===== src/hdl/tma_pkg.sv =====
// Shared types and constants for the tap modifier assist block.
// No dependencies; the controller, datapath and top level import this package.
`default_nettype none
package tma_pkg;

    localparam int NKEYS     = 6;
    localparam int NGROUPS   = 3;
    localparam int CODE_W    = 16;
    localparam int KEY_W     = 3;
    localparam int CFG_IDX_W = 3;

    // Register indexes of the two timing windows; indexes below NKEYS are keycodes
    localparam logic [CFG_IDX_W-1:0] CFG_T1 = 3'd6;
    localparam logic [CFG_IDX_W-1:0] CFG_T2 = 3'd7;

    // Input item kinds
    localparam logic OP_KEY   = 1'b0;
    localparam logic OP_HOUSE = 1'b1;

    typedef logic [CODE_W-1:0] code_t;

    localparam code_t CODE_RESET [NKEYS] = '{16'd226, 16'd230, 16'd224,
                                             16'd228, 16'd225, 16'd229};
    localparam code_t T1_RESET = 16'd120;
    localparam code_t T2_RESET = 16'd700;

    typedef enum logic [2:0] {
        PH_WAIT_PRESS    = 3'd0,
        PH_WAIT_REL_T1   = 3'd1,
        PH_CLEAN_NEXT    = 3'd2,
        PH_WAIT_PRESS_T2 = 3'd3,
        PH_WAIT_REL      = 3'd4,
        PH_CLEAN_ALL     = 3'd5
    } phase_t;

    typedef enum logic [1:0] {
        ACT_NONE  = 2'd0,
        ACT_REG   = 2'd1,
        ACT_UNREG = 2'd2
    } act_t;

    typedef enum logic [1:0] {
        CS_IDLE,
        CS_EVAL,
        CS_EMIT
    } ctl_state_t;

    typedef struct packed {
        logic take_in;   // capture the input item
        logic eval;      // run the step and queue its actions
        logic emit;      // load the next result into the output register
    } ctl_cmd_t;

    typedef struct packed {
        logic pend_last; // the result on offer is the last of this item
        logic out_busy;  // output register full and not taken this cycle
    } ctl_sts_t;

    function automatic logic [1:0] group_of(input logic [KEY_W-1:0] key);
        return key[2:1];
    endfunction

endpackage
`default_nettype wire


===== src/hdl/tma_ifs.sv =====
// Valid/ready channel interfaces for key items and action results.
// No dependencies.
`default_nettype none
interface tma_key_if;
    logic        valid;
    logic        ready;
    logic        op;
    logic [15:0] key_code;
    logic        key_pressed;
    logic [15:0] now_ms;

    modport source (output valid, op, key_code, key_pressed, now_ms, input ready);
    modport sink   (input valid, op, key_code, key_pressed, now_ms, output ready);
endinterface

interface tma_act_if;
    logic       valid;
    logic       ready;
    logic [1:0] action;
    logic [2:0] action_key;
    logic       assist_alt;
    logic       assist_ctrl;
    logic       assist_shift;
    logic [2:0] phase;
    logic       last_item;

    modport source (output valid, action, action_key, assist_alt, assist_ctrl,
                    assist_shift, phase, last_item, input ready);
    modport sink   (input valid, action, action_key, assist_alt, assist_ctrl,
                    assist_shift, phase, last_item, output ready);
endinterface
`default_nettype wire


===== src/hdl/tap_modifier_assist_fsm.sv =====
// Top level of the tap modifier assist block: controller plus datapath.
// Depends on tma_pkg, tma_key_if, tma_act_if, tma_ctrl and tma_datapath.
//
// Usage:
//  - keys: one item per key event (op 0: key_code, key_pressed, now_ms) or
//    housekeeping pass (op 1: now_ms only). Valid/ready; accepted when both high.
//  - actions: one or more result items per input item, in key order 0..5.
//    Each carries the action (none/register/unregister), the key index, the
//    three group assist flags and the phase after the whole step; last_item
//    marks the final result of the input. An input with no action gives a
//    single "none" result.
//  - cfg_wen/cfg_idx/cfg_wdata: write keycodes (0..5) and the T1/T2 windows
//    (6, 7). Write only while idle.
//  - Timing: accept, evaluate, then one result per cycle from the output
//    register while the receiver takes them; the single output register
//    walks the action queue one key per cycle.
//  - keys.ready is high only while no item is in progress; the last result
//    may still wait in the output register while the next item is taken.
//  - Receiver stall: results hold in the output register and the walk pauses.
//  - Reset: phase 0, flags, held and sent bits cleared, registers take their
//    default keycodes and windows; no result pending.
//  - TIME_BITS sets the width of elapsed-time arithmetic (16..32).
`default_nettype none
module tap_modifier_assist_fsm
    import tma_pkg::*;
#(
    parameter int TIME_BITS = 16
)
(
    input  wire logic                 clk,
    input  wire logic                 rst_n,
    input  wire logic                 cfg_wen,
    input  wire logic [CFG_IDX_W-1:0] cfg_idx,
    input  wire code_t                cfg_wdata,
    tma_key_if.sink                   keys,
    tma_act_if.source                 actions
);

    ctl_cmd_t cmd;
    ctl_sts_t sts;
    logic     in_ready;

    assign keys.ready = in_ready;

    tma_ctrl u_ctrl (
        .clk      (clk),
        .rst_n    (rst_n),
        .in_valid (keys.valid),
        .in_ready (in_ready),
        .sts      (sts),
        .cmd      (cmd)
    );

    tma_datapath #(
        .TIME_BITS (TIME_BITS)
    ) u_datapath (
        .clk        (clk),
        .rst_n      (rst_n),
        .cfg_wen    (cfg_wen),
        .cfg_idx    (cfg_idx),
        .cfg_wdata  (cfg_wdata),
        .in_op      (keys.op),
        .in_code    (keys.key_code),
        .in_pressed (keys.key_pressed),
        .in_now     (keys.now_ms),
        .cmd        (cmd),
        .sts        (sts),
        .actions    (actions)
    );

endmodule
`default_nettype wire


===== src/hdl/tma_ctrl.sv =====
// Controller FSM: capture, evaluate, then emit one result per cycle unless stalled.
// Depends on tma_pkg.
`default_nettype none
module tma_ctrl
    import tma_pkg::*;
(
    input  wire logic     clk,
    input  wire logic     rst_n,
    input  wire logic     in_valid,
    output      logic     in_ready,
    input  wire ctl_sts_t sts,
    output      ctl_cmd_t cmd
);

    ctl_state_t state_reg;
    ctl_state_t state_next;

    always_ff @(posedge clk or negedge rst_n)
    begin
        if (!rst_n)
        begin
            state_reg <= CS_IDLE;
        end
        else
        begin
            state_reg <= state_next;
        end
    end

    always_comb
    begin
        state_next = state_reg;
        case (state_reg)
            CS_IDLE:
            begin
                if (in_valid)
                begin
                    state_next = CS_EVAL;
                end
            end
            CS_EVAL:
            begin
                state_next = CS_EMIT;
            end
            CS_EMIT:
            begin
                if (!sts.out_busy && sts.pend_last)
                begin
                    state_next = CS_IDLE;
                end
            end
            default:
            begin
                state_next = CS_IDLE;
            end
        endcase
    end

    always_comb
    begin
        cmd      = '0;
        in_ready = 1'b0;
        case (state_reg)
            CS_IDLE:
            begin
                in_ready    = 1'b1;
                cmd.take_in = in_valid;
            end
            CS_EVAL:
            begin
                cmd.eval = 1'b1;
            end
            CS_EMIT:
            begin
                cmd.emit = !sts.out_busy;
            end
            default:
            begin
                cmd = '0;
            end
        endcase
    end

endmodule
`default_nettype wire


===== src/hdl/tma_datapath.sv =====
// Datapath: config registers, assist state, action queue and output register.
// Depends on tma_pkg and tma_act_if.
`default_nettype none
module tma_datapath
    import tma_pkg::*;
#(
    parameter int TIME_BITS = 16
)
(
    input  wire logic                 clk,
    input  wire logic                 rst_n,
    input  wire logic                 cfg_wen,
    input  wire logic [CFG_IDX_W-1:0] cfg_idx,
    input  wire code_t                cfg_wdata,
    input  wire logic                 in_op,
    input  wire code_t                in_code,
    input  wire logic                 in_pressed,
    input  wire logic [15:0]          in_now,
    input  wire ctl_cmd_t             cmd,
    output      ctl_sts_t             sts,
    tma_act_if.source                 actions
);

    // configuration
    code_t code_reg [NKEYS];
    code_t t1_reg;
    code_t t2_reg;

    // captured item
    logic        op_reg;
    code_t       kc_reg;
    logic        pressed_reg;
    logic [15:0] now_reg;

    // assist state
    phase_t               phase_reg, phase_next;
    logic [KEY_W-1:0]     cur_reg, cur_next;
    logic [TIME_BITS-1:0] start_reg, start_next;
    logic [NGROUPS-1:0]   grp_reg, grp_next;
    logic [NKEYS-1:0]     held_reg, held_next;
    logic [NKEYS-1:0]     em_reg, em_next;

    // action queue
    logic [NKEYS-1:0] pend_reg;
    act_t             kind_reg  [NKEYS];
    act_t             kind_next [NKEYS];

    // output register
    logic             out_valid_reg;
    act_t             out_act_reg;
    logic [KEY_W-1:0] out_key_reg;
    logic [NGROUPS-1:0] out_grp_reg;
    phase_t           out_phase_reg;
    logic             out_last_reg;

    logic [NKEYS-1:0]     match;
    logic [KEY_W-1:0]     hit_key;
    logic [KEY_W-1:0]     cur_idx;
    logic [TIME_BITS-1:0] now_t;
    logic [TIME_BITS-1:0] elapsed;
    logic [KEY_W-1:0]     sel_key;
    logic [NKEYS-1:0]     rest;

    always_ff @(posedge clk or negedge rst_n)
    begin
        if (!rst_n)
        begin
            for (int i = 0; i < NKEYS; i++)
            begin
                code_reg[i] <= CODE_RESET[i];
            end
            t1_reg <= T1_RESET;
            t2_reg <= T2_RESET;
        end
        else if (cfg_wen)
        begin
            for (int i = 0; i < NKEYS; i++)
            begin
                if (cfg_idx == CFG_IDX_W'(i))
                begin
                    code_reg[i] <= cfg_wdata;
                end
            end
            if (cfg_idx == CFG_T1)
            begin
                t1_reg <= cfg_wdata;
            end
            if (cfg_idx == CFG_T2)
            begin
                t2_reg <= cfg_wdata;
            end
        end
    end

    always_ff @(posedge clk)
    begin
        if (cmd.take_in)
        begin
            op_reg      <= in_op;
            kc_reg      <= in_code;
            pressed_reg <= in_pressed;
            now_reg     <= in_now;
        end
    end

    always_comb
    begin
        hit_key = '0;
        for (int i = 0; i < NKEYS; i++)
        begin
            match[i] = (code_reg[i] == kc_reg);
            if (match[i])
            begin
                hit_key = KEY_W'(i);
            end
        end
    end

    // key index values 6 and 7 are unreachable; fold the key index anyway
    assign cur_idx = (cur_reg >= KEY_W'(NKEYS)) ? cur_reg - KEY_W'(NKEYS) : cur_reg;
    assign now_t   = TIME_BITS'(now_reg);
    assign elapsed = now_t - start_reg;

    // one step of the assist state machine, with per-key actions
    always_comb
    begin
        phase_next = phase_reg;
        cur_next   = cur_reg;
        start_next = start_reg;
        grp_next   = grp_reg;
        held_next  = held_reg;
        em_next    = em_reg;
        for (int i = 0; i < NKEYS; i++)
        begin
            kind_next[i] = ACT_NONE;
        end

        if (op_reg == OP_HOUSE)
        begin
            case (phase_reg)
                PH_WAIT_REL_T1:
                begin
                    if (elapsed >= TIME_BITS'(t1_reg))
                    begin
                        phase_next = PH_WAIT_REL;
                    end
                end
                PH_CLEAN_NEXT:
                begin
                    for (int i = 0; i < NKEYS; i++)
                    begin
                        if (em_next[i])
                        begin
                            kind_next[i] = ACT_UNREG;
                            em_next[i]   = 1'b0;
                        end
                    end
                    phase_next = PH_WAIT_PRESS_T2;
                end
                PH_WAIT_PRESS_T2, PH_CLEAN_ALL:
                begin
                    if (phase_reg == PH_CLEAN_ALL || elapsed >= TIME_BITS'(t2_reg))
                    begin
                        for (int i = 0; i < NKEYS; i++)
                        begin
                            if (em_next[i])
                            begin
                                kind_next[i] = ACT_UNREG;
                                em_next[i]   = 1'b0;
                            end
                        end
                        grp_next   = '0;
                        phase_next = PH_WAIT_PRESS;
                    end
                end
                default:
                begin
                end
            endcase
        end
        else if (|match)
        begin
            for (int i = 0; i < NKEYS; i++)
            begin
                if (match[i])
                begin
                    held_next[i] = pressed_reg;
                end
            end
            case (phase_reg)
                PH_WAIT_PRESS:
                begin
                    if (pressed_reg)
                    begin
                        cur_next   = hit_key;
                        start_next = now_t;
                        phase_next = PH_WAIT_REL_T1;
                    end
                end
                PH_WAIT_REL_T1:
                begin
                    if (code_reg[cur_idx] != kc_reg)
                    begin
                        phase_next = PH_CLEAN_ALL;
                    end
                    else
                    begin
                        grp_next[group_of(hit_key)] = 1'b1;
                        start_next = now_t;
                        phase_next = PH_CLEAN_NEXT;
                    end
                end
                PH_WAIT_PRESS_T2:
                begin
                    if (!pressed_reg)
                    begin
                        phase_next = PH_CLEAN_ALL;
                    end
                    else
                    begin
                        // walk in key order; a matching key clears its group
                        // before a higher-numbered partner is looked at
                        for (int i = 0; i < NKEYS; i++)
                        begin
                            if (match[i])
                            begin
                                if (em_next[i])
                                begin
                                    kind_next[i] = ACT_UNREG;
                                    em_next[i]   = 1'b0;
                                end
                                grp_next[group_of(KEY_W'(i))] = 1'b0;
                            end
                            else if (grp_next[group_of(KEY_W'(i))] && !em_next[i])
                            begin
                                kind_next[i] = ACT_REG;
                                em_next[i]   = 1'b1;
                            end
                        end
                        cur_next   = hit_key;
                        start_next = now_t;
                        phase_next = PH_WAIT_REL_T1;
                    end
                end
                PH_WAIT_REL:
                begin
                    if (held_next == '0)
                    begin
                        phase_next = PH_CLEAN_ALL;
                    end
                end
                default:
                begin
                end
            endcase
        end
    end

    always_ff @(posedge clk or negedge rst_n)
    begin
        if (!rst_n)
        begin
            phase_reg <= PH_WAIT_PRESS;
            cur_reg   <= '0;
            start_reg <= '0;
            grp_reg   <= '0;
            held_reg  <= '0;
            em_reg    <= '0;
            pend_reg  <= '0;
        end
        else if (cmd.eval)
        begin
            phase_reg <= phase_next;
            cur_reg   <= cur_next;
            start_reg <= start_next;
            grp_reg   <= grp_next;
            held_reg  <= held_next;
            em_reg    <= em_next;
            for (int i = 0; i < NKEYS; i++)
            begin
                pend_reg[i] <= (kind_next[i] != ACT_NONE);
            end
        end
        else if (cmd.emit)
        begin
            pend_reg <= rest;
        end
    end

    always_ff @(posedge clk)
    begin
        if (cmd.eval)
        begin
            for (int i = 0; i < NKEYS; i++)
            begin
                kind_reg[i] <= kind_next[i];
            end
        end
    end

    // lowest pending key goes next; an empty queue gives one "none" result
    always_comb
    begin
        sel_key = '0;
        for (int i = NKEYS - 1; i >= 0; i--)
        begin
            if (pend_reg[i])
            begin
                sel_key = KEY_W'(i);
            end
        end
        rest = pend_reg & ~(NKEYS'(1) << sel_key);
    end

    assign sts.pend_last = (rest == '0);
    assign sts.out_busy  = out_valid_reg && !actions.ready;

    always_ff @(posedge clk or negedge rst_n)
    begin
        if (!rst_n)
        begin
            out_valid_reg <= 1'b0;
        end
        else if (cmd.emit)
        begin
            out_valid_reg <= 1'b1;
        end
        else if (actions.ready)
        begin
            out_valid_reg <= 1'b0;
        end
    end

    always_ff @(posedge clk)
    begin
        if (cmd.emit)
        begin
            if (pend_reg != '0)
            begin
                out_act_reg <= kind_reg[sel_key];
                out_key_reg <= sel_key;
            end
            else
            begin
                out_act_reg <= ACT_NONE;
                out_key_reg <= '0;
            end
            out_grp_reg   <= grp_reg;
            out_phase_reg <= phase_reg;
            out_last_reg  <= (rest == '0);
        end
    end

    assign actions.valid        = out_valid_reg;
    assign actions.action       = out_act_reg;
    assign actions.action_key   = out_key_reg;
    assign actions.assist_alt   = out_grp_reg[0];
    assign actions.assist_ctrl  = out_grp_reg[1];
    assign actions.assist_shift = out_grp_reg[2];
    assign actions.phase        = out_phase_reg;
    assign actions.last_item    = out_last_reg;

endmodule
`default_nettype wire

===== src/flat_wrapper.sv =====
// flat-port wrapper written by rule: the top's interface ports become plain ports
module tap_modifier_assist_fsm_flat import tma_pkg::*;
#(
    parameter int TIME_BITS = 16
)
  (clk, rst_n, cfg_wen, cfg_idx, cfg_wdata, keys_valid, keys_op, keys_key_code, keys_key_pressed, keys_now_ms, keys_ready, actions_valid, actions_action, actions_action_key, actions_assist_alt, actions_assist_ctrl, actions_assist_shift, actions_phase, actions_last_item, actions_ready);
  tma_key_if keys_i ();
  tma_act_if actions_i ();
  input  wire logic clk;
  input  wire logic rst_n;
  input  wire logic cfg_wen;
  input  wire logic [CFG_IDX_W-1:0] cfg_idx;
  input  wire code_t cfg_wdata;
  input wire logic [$bits(keys_i.valid)-1:0] keys_valid;
  input wire logic [$bits(keys_i.op)-1:0] keys_op;
  input wire logic [$bits(keys_i.key_code)-1:0] keys_key_code;
  input wire logic [$bits(keys_i.key_pressed)-1:0] keys_key_pressed;
  input wire logic [$bits(keys_i.now_ms)-1:0] keys_now_ms;
  output wire logic [$bits(keys_i.ready)-1:0] keys_ready;
  output wire logic [$bits(actions_i.valid)-1:0] actions_valid;
  output wire logic [$bits(actions_i.action)-1:0] actions_action;
  output wire logic [$bits(actions_i.action_key)-1:0] actions_action_key;
  output wire logic [$bits(actions_i.assist_alt)-1:0] actions_assist_alt;
  output wire logic [$bits(actions_i.assist_ctrl)-1:0] actions_assist_ctrl;
  output wire logic [$bits(actions_i.assist_shift)-1:0] actions_assist_shift;
  output wire logic [$bits(actions_i.phase)-1:0] actions_phase;
  output wire logic [$bits(actions_i.last_item)-1:0] actions_last_item;
  input wire logic [$bits(actions_i.ready)-1:0] actions_ready;
  assign keys_i.valid = keys_valid;
  assign keys_i.op = keys_op;
  assign keys_i.key_code = keys_key_code;
  assign keys_i.key_pressed = keys_key_pressed;
  assign keys_i.now_ms = keys_now_ms;
  assign keys_ready = keys_i.ready;
  assign actions_valid = actions_i.valid;
  assign actions_action = actions_i.action;
  assign actions_action_key = actions_i.action_key;
  assign actions_assist_alt = actions_i.assist_alt;
  assign actions_assist_ctrl = actions_i.assist_ctrl;
  assign actions_assist_shift = actions_i.assist_shift;
  assign actions_phase = actions_i.phase;
  assign actions_last_item = actions_i.last_item;
  assign actions_i.ready = actions_ready;
  tap_modifier_assist_fsm #(.TIME_BITS(TIME_BITS)) u_core (.clk(clk), .rst_n(rst_n), .cfg_wen(cfg_wen), .cfg_idx(cfg_idx), .cfg_wdata(cfg_wdata), .keys(keys_i), .actions(actions_i));
endmodule

===== config.mk =====
export PLATFORM = sky130hd
export DESIGN_NAME = tap_modifier_assist_fsm_flat
export DESIGN_NICKNAME = d
export VERILOG_FILES = /design/src/hdl/tma_pkg.sv /design/src/hdl/tma_ifs.sv /design/src/hdl/tap_modifier_assist_fsm.sv /design/src/hdl/tma_ctrl.sv /design/src/hdl/tma_datapath.sv /design/src/flat_wrapper.sv
export SDC_FILE = /design/constraint.sdc
export NUM_CORES = 1
export LEC_CHECK = 0
export BUFFER_PORTS_ARGS = -buffer_cell sky130_fd_sc_hd__buf_2
export CELL_PAD_IN_SITES_DETAIL_PLACEMENT = 1
export CELL_PAD_IN_SITES_GLOBAL_PLACEMENT = 2
export CORE_MARGIN = 2
export CORE_UTILIZATION = 38
export DETAILED_ROUTE_END_ITERATION = 7
export GPL_TIMING_DRIVEN = 0
export PLACE_DENSITY_LB_ADDON = 0.1
export SLEW_MARGIN = 10
export SYNTH_ARGS = -nofsm -noshare
export SYNTH_HDL_FRONTEND = slang
export SYNTH_HIERARCHICAL = 1
export SYNTH_SLANG_ARGS = --single-unit
export TNS_END_PERCENT = 1

===== constraint.sdc =====
create_clock -name clk -period 4.4 [get_ports clk]
set_clock_uncertainty 0.1 [all_clocks]
set_input_delay 0.44 -clock clk [delete_from_list [all_inputs] [get_ports clk]]
set_output_delay 0.44 -clock clk [all_outputs]
set_load 0.02 [all_outputs]

==> flow_summary.toml, run 1 <==
[synthesis]
yosysUniqueCellTypes = 81
seq_area_frac_synth = 0.449
synth-async-reset-ratio = 0.750
mappedNetlistNets = 1364
yosys_register_bits = 232
syn-cell-area_sq_um = 13700
post_synthesis_cells = 1258
yosys_most_used_dff = "sky130_fd_sc_hd__dfrtp_1"
synth_edf_count = 58
synthesis.yosys.warnings = 6
syn_area_per_cell_sq_um = 10.9

[worst_setup_path]
critPathMaxFanout = 5
worst_path_largest_cell_delay_ns = 0.54
cpMaxStageDelayCell = "sky130_fd_sc_hd__or4_4"
cell_chain_critical_path = "inv_2, ha_1, nor2b_1, o21a_1, o21ai_2, a211oi_4, o31ai_4, buf_4, xnor2_2, ha_1, a21oi_2, o21ai_2, a211oi_4, nor3_4, or4_4, and3_4, and2_4, a311o_1"
arrival_ns = 4.70
worst-endpoint-required_ns = 4.75
setup.worst_path.start_class = "flip-flop"
worstSetupPathType = "reg -> reg"
kind_of_end_point_of_the_critical_path = "flip-flop"

[layout]
diodes_inserted = 0
layout.nets = 1512
fill_cell_count = 3876
area.growth.synth_to_final_pct = 19.6
final_cells = 1890
final_common_cell = "sky130_fd_sc_hd__dfrtp_1"
largest_register_ff_count = 96
layout.area.seq_sq_um = 6140
multi_input_area_sq_um = 7200
final_layout_size_suffix_gt1_frac = 0.269
top_library_cells_by_usage_in_the_layout_fill_and_taps_aside = "sky130_fd_sc_hd__dfrtp_1, sky130_fd_sc_hd__mux2_2, sky130_fd_sc_hd__xor2_1, sky130_fd_sc_hd__buf_2, sky130_fd_sc_hd__inv_1"

[pwr]
power.ir.vdd_worst_uv = 333
leakage_uw = 0.00667
power_density_nw_per_um2 = 477

[floorplanning]
die_h_um = 194
initial_core_util = 0.385
fp.dieW_um = 194
die_area_sq_um = 37500
rows = 69
coreArea_sq_um = 35500
floorplan.io_pins = 72

[timing]
final_min_period_over_clock_period = 0.988
final-max-slew-violation-count = 0
grt_setup_unrepaired = "yes"
timing_worst_slew_pin_value_ns = 1.12
max_slew_margin = 0.248
setup-violations-final = 0
final_hold_violation_count = 0
period_minus_slack_ns = 4.35
finalHoldWorstSlack_ns = 0.0716
max_clock_freq_mhz = 230

[clock_tree]
h-tree-depth = 1
numCtsBuffers = 29
cts.clk_slew.worst_paths_ns = 0.06
clk_latency_ns = 0.58
max_clock_buf_depth = 3
cts-root-buf = "sky130_fd_sc_hd__clkbuf_16"
tritoncts = "done"
clkSinkCount = 232

[route]
firstDrtPassIters = 5
routed_wirelength_um = 42500
ant_nets = 0
drc = 0
detail_route.wl_per_cell_um = 22.5
detailedRoute.firstIterationViolations = 536
vias_post_dr = 10400
vias_per_cell = 5.51

[grt]
number_of_global_route_vias_before_repair = 11100
grt_antenna_before_repair = 0
grt_pass1_wl_um = 66100
grt.met1_usage = 0.304
grt.overflow.total = 0
grt_met2_use = 0.384
grt_use_total = 0.226
grt_max_degree = 92
globalRoute.busiestLayer = "met2"
global_route.usage.met3 = 0.0315

[placement]
place.detailed.hpwl_um = 30900
place.detailed.instances = 1789
gp_congestion = 0.914
numPortBuffers = 67

[job]
max_cap_violations = 0

[worst_hold_path]
hp-class = "in -> reg"

[outcome]
run_status = "finished, final reports clean"
-- stage by stage --
stage                     area, sq um   util  setup TNS (ns)  setup WS [ns]  power (uW)
after floorplan                 13700      -               0          0.276        4470
after global placement          14600  0.411          -61.45         -0.934        5160
after detailed placement        14700  0.414          -17.52         -0.903        5230
after CTS                       16200  0.456          -0.275         -0.116        7840
after global routing            16400  0.461          -0.446         -0.132        8230
final                           16400  0.461               0         0.0522        7800
-- worst paths after layout --
kind,to,slack (ns),start,cells past startpoint
min in group asynchronous,u_core/u_datapath/code_reg[43]$_DFFE_PN0P_,0.34,rst_n,2
setup / recovery,u_core/u_datapath/phase_reg[2]$_DFFE_PN0P_,0.05,u_core/u_datapath/start_reg[1]$_DFFE_PN0P_,18
hold / removal,u_core/u_datapath/code_reg[66]$_DFFE_PN1P_,0.07,cfg_wdata[2],3
max in group asynchronous,u_core/u_datapath/start_reg[1]$_DFFE_PN0P_,2.90,rst_n,3
setup reg to reg,u_core/u_datapath/phase_reg[2]$_DFFE_PN0P_,0.05,u_core/u_datapath/start_reg[1]$_DFFE_PN0P_,18
hold reg to reg,u_core/u_datapath/actions.phase[0]$_DFFE_PP_,0.35,u_core/u_datapath/phase_reg[0]$_DFFE_PN0P_,0
-- Yosys cell counts, types with 10 or more instances --
| cell type | number | area share |
|---|---|---|
| sky130_fd_sc_hd__dfrtp_1 | 139 | 0.25 |
| sky130_fd_sc_hd__mux2_2 | 128 | 0.11 |
| sky130_fd_sc_hd__xor2_1 | 94 | 0.060 |
| sky130_fd_sc_hd__inv_1 | 68 | 0.019 |
| sky130_fd_sc_hd__edfxtp_1 | 58 | 0.13 |
| sky130_fd_sc_hd__clkbuf_1 | 50 | 0.014 |
| sky130_fd_sc_hd__nand2_1 | 50 | 0.014 |
| sky130_fd_sc_hd__a21oi_1 | 48 | 0.018 |
| sky130_fd_sc_hd__ha_1 | 47 | 0.043 |
| sky130_fd_sc_hd__nor2_1 | 47 | 0.013 |
| sky130_fd_sc_hd__o21ai_0 | 38 | 0.014 |
| sky130_fd_sc_hd__dfstp_2 | 35 | 0.067 |
| sky130_fd_sc_hd__xnor2_1 | 33 | 0.021 |
| sky130_fd_sc_hd__nor3_1 | 32 | 0.012 |
| sky130_fd_sc_hd__mux2i_1 | 29 | 0.021 |
| sky130_fd_sc_hd__buf_2 | 25 | 0.0092 |
| sky130_fd_sc_hd__nand3_1 | 25 | 0.0092 |
| sky130_fd_sc_hd__and3_1 | 19 | 0.0087 |
| sky130_fd_sc_hd__o221ai_1 | 18 | 0.012 |
| sky130_fd_sc_hd__nor4_1 | 17 | 0.0078 |
| sky130_fd_sc_hd__a221oi_1 | 16 | 0.010 |
| sky130_fd_sc_hd__nor4b_1 | 16 | 0.010 |
| sky130_fd_sc_hd__nand3b_1 | 15 | 0.0082 |
| sky130_fd_sc_hd__or4_1 | 15 | 0.0082 |
| sky130_fd_sc_hd__a22oi_1 | 13 | 0.0071 |
| sky130_fd_sc_hd__nor2b_1 | 13 | 0.0059 |
| sky130_fd_sc_hd__nand4_1 | 12 | 0.0055 |
| sky130_fd_sc_hd__a31oi_1 | 11 | 0.0050 |
| sky130_fd_sc_hd__and2_1 | 10 | 0.0046 |
-- cell families after synthesis --
| family | after synthesis | share of synthesized area |
|---|---|---|
| muxes | 157 | 0.127 |
| DFF | 232 | 0.449 |
| xor gates and xnor gates | 128 | 0.0825 |
| adders and majority gates | 49 | 0.0452 |
| AOI/OAI and AO/OA | 230 | 0.122 |
| buffers and inverters | 148 | 0.0443 |
| and+or+nand+nor | 314 | 0.130 |
-- per-layer routing --
layer  share of wire  wire, um
met1            0.46     19600
met2            0.48     20600
met3           0.033      1380
met4           0.023       963
met5               0         0
-- worst max-delay path, delay by kind of cell, from the launching register on --
| kind | cells | cell delay (ns) |
|---|---|---|
| buf+inv | 2 | 0.24 |
| fa+ha+maj | 2 | 0.53 |
| xor+xnor | 1 | 0.12 |
| flops | 1 | 0.45 |
| simple gates | 5 | 1.09 |
| compound gates | 8 | 1.65 |
-- where the power goes --
part	switching, uW	total (uW)	internal, uW
clock	960	2470	1510
sequential	295	3020	2730
combinational	1330	2300	969
-- final cells by class --
type / instances / share of cell area
buffer: 79 / 0.0216
clock buffer: 47 / 0.0503
clock inverter: 7 / 0.00941
inverter: 69 / 0.0158
multi-input combinational: 878 / 0.440
sequential: 232 / 0.375
tap: 461 / 0.0353
timing repair buffer: 117 / 0.0522
-- repair_timing --
item / in CTS / in global routing
endpoints found under the hold margin: 91 / 0
pin swaps: 8 / 17
endpoints found under the setup margin: 24 / 20
buffers inserted: 6 / 5
hold buffers: 36 / 0
resized for setup: 30 / 29
Note: power is estimated with default switching activity, not from simulation.
==> run 2: changes to the inputs <==
- REMOVE_ABC_BUFFERS: not set -> 1
==> run 2 against run 1 <==
Non-clock buffer count shrank 54. Cell count shrank 2.9%. Hold slack gained 0.049 ns. Register-to-register slack gained 0.02 ns. Largest power group unchanged. Sequential share of layout area is essentially flat. Clock-buffer cell count shrank 8. Clock power shrank 2%. Global-route usage shrank 0.86 points. Highest routed layer unchanged. First-iteration DRC count shrank 20%. Combinational power shrank 5%. Routed wire length shrank 4.3%. Worst setup slack gained 0.018 ns. Largest cell class unchanged.
==> flow_summary.toml, run 2 (same netlist as run 1, synthesis figures left out) <==
[clock_tree]
tritoncts = "done"
h-tree-depth = 1
numCtsBuffers = 29
clkSinkCount = 232
cts.clk_slew.worst_paths_ns = 0.06
max_clock_buf_depth = 3
clk_latency_ns = 0.57
cts-root-buf = "sky130_fd_sc_hd__clkbuf_16"

[timing]
setup-violations-final = 0
accumulated_negative_setup_slack_ns = 0
period_minus_slack_ns = 4.33
timing_worst_slew_pin_value_ns = 1.07
finalHoldWorstSlack_ns = 0.121
max_clock_freq_mhz = 231
final_hold_violation_count = 0
grt_setup_unrepaired = "yes"
final_min_period_over_clock_period = 0.984
final-max-slew-violation-count = 0
max_slew_margin = 0.284

[route]
topRoutingLayerUsed = "met4"
ant_nets = 0
detailedRoute.firstIterationViolations = 431
wl_met2_um = 19700
detail_route.wl_per_cell_um = 22.2
vias_per_cell = 5.54
firstDrtPassIters = 6
route.met3.wl_um = 1110
drc = 0
vias_post_dr = 10200
route.layer.met1.wl_um = 18700
routed_wirelength_um = 40700

[placement]
gp_congestion = 0.830
numPortBuffers = 71
place.detailed.hpwl_um = 29100

[layout]
area.growth.synth_to_final_pct = 19.7
final_layout_size_suffix_gt1_frac = 0.293
largest_register_ff_count = 96
layout.nets = 1458
top_library_cells_by_usage_in_the_layout_fill_and_taps_aside = "sky130_fd_sc_hd__dfrtp_1, sky130_fd_sc_hd__mux2_2, sky130_fd_sc_hd__xor2_1, sky130_fd_sc_hd__buf_2, sky130_fd_sc_hd__inv_1"
final_common_cell = "sky130_fd_sc_hd__dfrtp_1"
diodes_inserted = 0

[floorplanning]
fp.dieW_um = 194
coreArea_sq_um = 35500
rows = 69
floorplan.io_pins = 72
die_h_um = 194
initial_core_util = 0.385
die_area_sq_um = 37500

[grt]
grt_max_degree = 70
grt_use_total = 0.217
grt.overflow.total = 0
grt_pass1_wl_um = 64300
grt_antenna_before_repair = 0
number_of_global_route_vias_before_repair = 10800

[pwr]
power.total_uw = 7700
power.ir.vdd_worst_uv = 363
leakage_uw = 0.00666
power_density_nw_per_um2 = 471

[worst_setup_path]
kind_of_end_point_of_the_critical_path = "flip-flop"
critPathMaxFanout = 5
worstSetupPathType = "reg -> reg"
arrival_ns = 4.70
r2r_cells = 19
setup.worst_path.start_class = "flip-flop"
worst-endpoint-required_ns = 4.77

[job]
max_cap_violations = 0

[outcome]
run_status = "finished, final reports clean"

[worst_hold_path]
hp-class = "in -> reg"
worst_hold_path.num_cells = 3
-- run 2: cell count changes in the layout (fill, tap and decap cells not counted), sizes merged --
cell,change
clkbuf,-58
clkinv,+6
buf,-4
clkinvlp,+3
bufinv,-2
inv,+1
-- run 2: routing by layer --
metal,up-vias,global-route usage
met5,-,0
met4,0,0.0557
met3,56,0.0249
met2,155,0.368
met1,5143,0.295
li1,4825,-
-- run 2: worst max-delay path, cell delays in order, from the launching register on --
cell,delay (ns)
sky130_fd_sc_hd__dfrtp_1,0.43
sky130_fd_sc_hd__ha_4,0.19
sky130_fd_sc_hd__fa_2,0.37
sky130_fd_sc_hd__nor2b_2,0.13
sky130_fd_sc_hd__o21ai_2,0.08
sky130_fd_sc_hd__a21boi_2,0.19
sky130_fd_sc_hd__o21ai_2,0.09
sky130_fd_sc_hd__buf_4,0.15
sky130_fd_sc_hd__a21oi_2,0.13
sky130_fd_sc_hd__a21oi_2,0.08
sky130_fd_sc_hd__xnor2_2,0.19
sky130_fd_sc_hd__ha_1,0.21
sky130_fd_sc_hd__a21oi_2,0.17
sky130_fd_sc_hd__o21ai_4,0.10
sky130_fd_sc_hd__a211oi_4,0.26
sky130_fd_sc_hd__nor3_4,0.10
sky130_fd_sc_hd__or4_4,0.54
sky130_fd_sc_hd__and3_4,0.19
sky130_fd_sc_hd__o211a_1,0.22
sky130_fd_sc_hd__a311oi_2,0.28
-- run 2: final timing paths --
| check | from | endpoint | slack, ns |
|---|---|---|---|
| max reg2reg | u_core/u_datapath/start_reg[0]$_DFFE_PN0P_ | u_core/u_datapath/phase_reg[0]$_DFFE_PN0P_ | 0.07 |
| min in group asynchronous | rst_n | u_core/u_datapath/code_reg[24]$_DFFE_PN0P_ | 0.25 |
| max in group asynchronous | rst_n | u_core/u_datapath/t2_reg[9]$_DFFE_PN1P_ | 2.85 |
| min reg2reg | u_core/u_datapath/held_reg[5]$_DFFE_PN0P_ | u_core/u_datapath/held_reg[5]$_DFFE_PN0P_ | 0.39 |
| max | u_core/u_datapath/start_reg[0]$_DFFE_PN0P_ | u_core/u_datapath/phase_reg[0]$_DFFE_PN0P_ | 0.07 |
| min | cfg_wdata[2] | u_core/u_datapath/code_reg[66]$_DFFE_PN1P_ | 0.12 |
-- run 2: metrics by stage --
step	utilization	setup slack, ns	instance area (sq um)	instances
finish	0.461	0.0701	16400	1836
global route	0.461	-0.0829	16400	1836
CTS	0.456	0.00792	16200	1831
detailed placement	0.411	-0.882	14600	1730
global placement	0.402	-2.62	14300	1711
floorplan	-	0.172	13300	1179
-- run 2: area by class of cell --
| cell class | instances | area (sq um) |
|---|---|---|
| clock buffer | 39 | 813 |
| tap | 461 | 577 |
| fill | 3842 | 19100 |
| timing repair buffer | 142 | 1130 |
| inverter | 69 | 259 |
| sequential | 232 | 6140 |
| multi-input combinational | 878 | 7290 |
| clock inverter | 15 | 161 |
-- run 2: power by group --
part           switching (uW)  internal [uW]  leakage (uW)  total, uW
Clock                     984           1420      0.000472       2410
Combinational            1220            957       0.00363       2180
Sequential                385           2730       0.00255       3110
Total                    2590           5110       0.00666       7700
-- run 2: what timing repair did --
action	4_1_cts	5_1_grt
endpoints found under the hold margin	78	0
setup buffers	11	4
hold buffers	36	0
resized for setup	39	26
pin swaps	17	16
setup endpoints to repair	24	24
